<file path="src/hw/rtl/osa_pkg.sv">
// ----------------------------------------------------------------------------
// osa_pkg
// Shared types and codes for the optimal string alignment distance block.
// ----------------------------------------------------------------------------
package osa_pkg;

  // Request function codes
  localparam logic [1:0] FUNC_REF  = 2'd0;  // append reference character
  localparam logic [1:0] FUNC_FRAG = 2'd1;  // append fragment character
  localparam logic [1:0] FUNC_FIN  = 2'd2;  // finish, emit distance

  localparam int unsigned SYM_W  = 8;
  localparam int unsigned DIST_W = 9;

  // Control part of a token travelling down the cell chain
  typedef struct packed {
    logic             vld;        // token present
    logic             fin;        // finish token (else fragment column)
    logic             first;      // first fragment column of the pair
    logic             swap_ok;    // sender is a reference cell (row >= 1)
    logic             use_cells;  // finish: take value from loaded cells
    logic             bad;        // finish: characters were dropped
    logic [SYM_W-1:0] sym;        // fragment character of this column
    logic [SYM_W-1:0] psym;       // fragment character of previous column
    logic [SYM_W-1:0] rprev;      // reference character of the sender
  } ctl_t;

endpackage

</file>
<file path="src/hw/rtl/osa_cell.sv">
// ----------------------------------------------------------------------------
// osa_cell
// One reference character of the systolic DP row: holds its character, its
// entry of the current column and the diagonal seen one column back.
// ----------------------------------------------------------------------------
module osa_cell #(
  parameter int unsigned VAL_W = 9
) (
  input  logic                        clk_i,
  input  logic                        rst_ni,
  input  logic                        wr_en_i,
  input  logic [osa_pkg::SYM_W-1:0]   wr_sym_i,
  input  osa_pkg::ctl_t               ctl_i,
  input  logic [VAL_W-1:0]            up_i,
  input  logic [VAL_W-1:0]            diag_i,
  input  logic [VAL_W-1:0]            diag2_i,
  output osa_pkg::ctl_t               ctl_o,
  output logic [VAL_W-1:0]            up_o,
  output logic [VAL_W-1:0]            diag_o,
  output logic [VAL_W-1:0]            diag2_o
);

  logic [osa_pkg::SYM_W-1:0] ref_q;
  logic                      loaded_q;
  logic [VAL_W-1:0]          cur_q, dlast_q;
  logic [VAL_W-1:0]          old_val, new_val, fin_val;
  logic [VAL_W:0]            ins_w, del_w, rep_w, swp_w, best_w;
  logic                      match, swap_hit, frag_tok, fin_tok;
  osa_pkg::ctl_t             ctl_d, ctl_q;
  logic [VAL_W-1:0]          up_q, diag_q, diag2_q;

  assign frag_tok = ctl_i.vld && !ctl_i.fin;
  assign fin_tok  = ctl_i.vld && ctl_i.fin;

  // Previous-column entry; the first column starts at row index + 1
  assign old_val = ctl_i.first ? (diag_i + VAL_W'(1)) : cur_q;

  // DP update: insert, delete, replace and adjacent swap
  always_comb begin
    match    = (ref_q == ctl_i.sym);
    swap_hit = ctl_i.swap_ok && !ctl_i.first &&
               (ctl_i.rprev == ctl_i.sym) && (ref_q == ctl_i.psym);
    ins_w    = {1'b0, up_i} + (VAL_W+1)'(1);
    del_w    = {1'b0, old_val} + (VAL_W+1)'(1);
    rep_w    = {1'b0, diag_i} + (VAL_W+1)'(1);
    swp_w    = {1'b0, diag2_i} + (VAL_W+1)'(1);
    best_w   = (ins_w < del_w) ? ins_w : del_w;
    if (rep_w < best_w) begin
      best_w = rep_w;
    end
    if (swap_hit && (swp_w < best_w)) begin
      best_w = swp_w;
    end
    new_val = match ? diag_i : best_w[VAL_W-1:0];
  end

  // Finish token picks up this row's entry when the cell holds a character
  assign fin_val = (ctl_i.use_cells && loaded_q) ? cur_q : up_i;

  always_comb begin
    ctl_d         = ctl_i;
    ctl_d.swap_ok = 1'b1;
    ctl_d.rprev   = ref_q;
  end

  // Token control register
  always_ff @(posedge clk_i or negedge rst_ni) begin
    if (!rst_ni) begin
      ctl_q    <= '0;
      loaded_q <= 1'b0;
    end else begin
      ctl_q <= ctl_d;
      if (wr_en_i) begin
        loaded_q <= 1'b1;
      end else if (fin_tok) begin
        loaded_q <= 1'b0;
      end
    end
  end

  // Payload: stored character, column entries, outgoing values
  always_ff @(posedge clk_i) begin
    if (wr_en_i) begin
      ref_q <= wr_sym_i;
    end
    if (frag_tok) begin
      cur_q   <= new_val;
      dlast_q <= diag_i;
    end
    up_q    <= fin_tok ? fin_val : new_val;
    diag_q  <= old_val;
    diag2_q <= dlast_q;
  end

  assign ctl_o   = ctl_q;
  assign up_o    = up_q;
  assign diag_o  = diag_q;
  assign diag2_o = diag2_q;

endmodule

</file>
<file path="config.mk">
export PLATFORM = sky130hd
export DESIGN_NAME = osa_cell
export DESIGN_NICKNAME = d
export VERILOG_FILES = /design/src/hw/rtl/osa_pkg.sv /design/src/hw/rtl/osa_cell.sv
export SDC_FILE = /design/constraint.sdc
export NUM_CORES = 1
export LEC_CHECK = 0
export ABC_AREA = 1
export BUFFER_PORTS_ARGS = -buffer_cell sky130_fd_sc_hd__buf_2
export CORE_MARGIN = 5
export CORE_UTILIZATION = 35
export DETAILED_ROUTE_END_ITERATION = 10
export PLACE_DENSITY = 0.57
export SYNTH_ARGS = -nofsm -noshare
export SYNTH_HDL_FRONTEND = slang
export SYNTH_SLANG_ARGS = --single-unit
export TNS_END_PERCENT = 10
</file>
<file path="constraint.sdc">
create_clock -name clk_i -period 5.3 [get_ports clk_i]
set_input_delay 0.265 -clock clk_i [delete_from_list [all_inputs] [get_ports clk_i]]
set_output_delay 0.265 -clock clk_i [all_outputs]
set_load 0.01 [all_outputs]
</file>
==> results_dict.tcl <==
set metrics [dict create \
    clock_latency_ps 340 \
    stdcell_count 971 \
    setup_viol 18 \
    layout_setup_ws_ps -302 \
    ant_nets 0 \
    synth_area_leader_cell "edfxtp_1" \
    final_cell_mix "buf_2, buf_4, nand2_1" \
    synthArstFlopShare 0.369 \
    crit_path_frequent_cell "nand2_1" \
    slew_headroom 0.491 \
    dieArea_um2 15900 \
    drtIter0Drc 272 \
    finalHoldViolCount 0 \
    avgViaCountPerCell 4.63 \
    synth_edf_count 26 \
    tightest_slew_ps 761 \
    p_leak_nw 3.55 \
    synthDistinctLibCells 44 \
    whs_ps 31.6 \
    vdd_drop_max_mv 0.157 \
    rsz0062_at_grt "true" \
    critical_path.top_delay_family "simple AND/OR/NAND/NOR gates" \
    cts_tree "done" \
    cellPowerDensity_nw_per_um2 326 \
    final_nets 885 \
    path_class "reg -> reg" \
    die_h_um 126 \
    end_kind "register" \
    hpwl_um 11700 \
    grt_pass1_wl_um 22900 \
    drc 0 \
    placed_cells 930 \
    numCtsBuffers 9 \
    max_stage_delay_ps 430 \
    fmax_ghz 0.178 \
    synth.net_count 635 \
    initial_utilization 0.357 \
    ios 125 \
    final_layout_size_suffix_gt1_frac 0.475 \
    globalplace.congestion 0.936 \
    cp_slowest_cell "edfxtp_1" \
    violations "negative setup slack" \
    firstDrtPassIters 4 \
    synthCells 540 \
    critical_path_required_ps 5380 \
    synth-seq-area-share 0.444 \
    cts.path.max_buffers 2 \
    startpoint_type "register" \
    cts_root_buf "clkbuf_16" \
    finalCritPeriodShare 1.06 \
    grt_usage 0.182 \
    min_path_type "in -> reg" \
    num_antenna_cells 0 \
    wl_per_cell_um 15.1 \
    vias 4493 \
    cts.clk_slew.worst_paths_ps 60 \
    fin_crit_ps 5600 \
    ys.flop_type "dfrtp_1" \
    port_buffers 124 \
    fp.dieW_um 126 \
    syn_area_um2 4720 \
    routed_wl_um 14600 \
    grt_max_degree 32 \
    syn_to_final_growth_pct 50.0 \
    worst-path-buf-inv 9 \
    worstPathArrival_ps 5680 \
    cts.sinks 84 \
    mostFrequentLayoutCell "buf_2" \
    slew_violations 0 \
    skew_ps 8.17 \
    cap_viol_max_count 0 \
    coreArea_um2 13200 \
    synth_top_area_share 0.165 \
    h-tree-depth 3 \
    syn_area_per_cell_um2 8.74 \
    grt_antenna_before_repair 0 \
    ys_seq_elements 84 \
    crit_fanout 7 \
    status "finished, violations left" \
    num_rows 42 \
    synthTopCellsByArea "edfxtp_1, dfrtp_1, dfxtp_1, nand2_1, ha_1" \
    grt_pass1_vias 4379 \
    multiInputGateArea_um2 2640 \
    seq_area_um2 2100 \
    grt_overflow 0 \
    fillerInstances 1239 \
    yosysWarnings 0 \
]
[power breakdown]
group / leakage, nW / switching [mW] / total (mW) / internal (mW)
combinational: 2.55 / 0.453 / 0.827 / 0.374
sequential: 0.834 / 0.0255 / 0.767 / 0.741
clock: 0.164 / 0.253 / 0.716 / 0.463
total: 3.55 / 0.731 / 2.31 / 1.58
[flip-flops by register name (all words and copies together), names as in the netlist]
register  cells
dlast_q       9
loaded_q      1
diag_o        9
ctl_o        30
diag2_o       9
up_o          9
cur_q         9
ref_q         8
[per-stage QoR]
step	total power, mW	TNS (ps)	utilization	area [um^2]	worst slack (ps)
CTS	2.28	-3990	0.522	6910	-252
floorplan	1.14	0	-	4730	5.64
global placement	1.48	-14490	0.472	6250	-861
detailed placement	1.48	-15000	0.472	6250	-899
finish	2.31	-4360	0.535	7080	-302
global route	2.45	-11150	0.535	7080	-669
[final timing paths]
path / start / to / slack [ps] / depth (start not counted)
max reg2reg: cur_q[0] / cur_q[3] / -300 / 45
min in group asynchronous: rst_ni / ctl_o[14] / 510 / 2
max in group asynchronous: rst_ni / ctl_o[9] / 4340 / 2
min reg2reg: dlast_q[4] / diag2_o[4] / 340 / 0
max: cur_q[0] / cur_q[3] / -300 / 45
min: ctl_i[24] / ctl_o[24] / 30 / 1
[Yosys cell counts, types with 8 or more instances]
master	instances
nand2_1	126
inv_1	62
nand3_1	46
nand2_2	32
dfrtp_1	31
o21ai_0	31
xor2_1	30
dfxtp_1	27
ha_1	27
edfxtp_1	26
a21oi_1	15
nor2_1	10
nand3_2	9
xnor2_1	8
[layout make-up]
type / count / area share
clock inverters: 5 / 0.0152
clock buffers: 11 / 0.0329
multi-input cells: 387 / 0.372
flip-flops and latches: 84 / 0.296
well taps: 176 / 0.0311
repair buffers: 242 / 0.216
inverters: 66 / 0.0360
[layer usage]
metal,vias to the layer above,wire (um),track usage
met3,13,633,0.0258
li1,2273,-,-
met2,80,7250,0.303
met4,0,171,0.0448
met1,2127,6570,0.251
met5,-,0,0
[repair_timing]
item | 4_1_cts | 5_1_grt
endpoints found under the hold margin | 31 | 0
gates resized for setup | 41 | 40
hold buffers | 1 | 0
endpoints found under the setup margin | 18 | 18
gates cloned | 4 | 0
pin swaps | 26 | 34
buffers inserted | 16 | 4
[cells by family (layout without fill, tap and decap cells)]
kind of cell / count (synthesis) / count (layout) / synth area share
buf+inv: 73 / 324 / 0.0617
compound gates: 57 / 58 / 0.0697
other cells: 1 / 1 / 0.000794
xor+xnor: 38 / 38 / 0.0705
flops: 84 / 84 / 0.444
simple gates: 260 / 263 / 0.282
fa+ha+maj: 27 / 27 / 0.0715
Power figures use the tool's default switching activity.
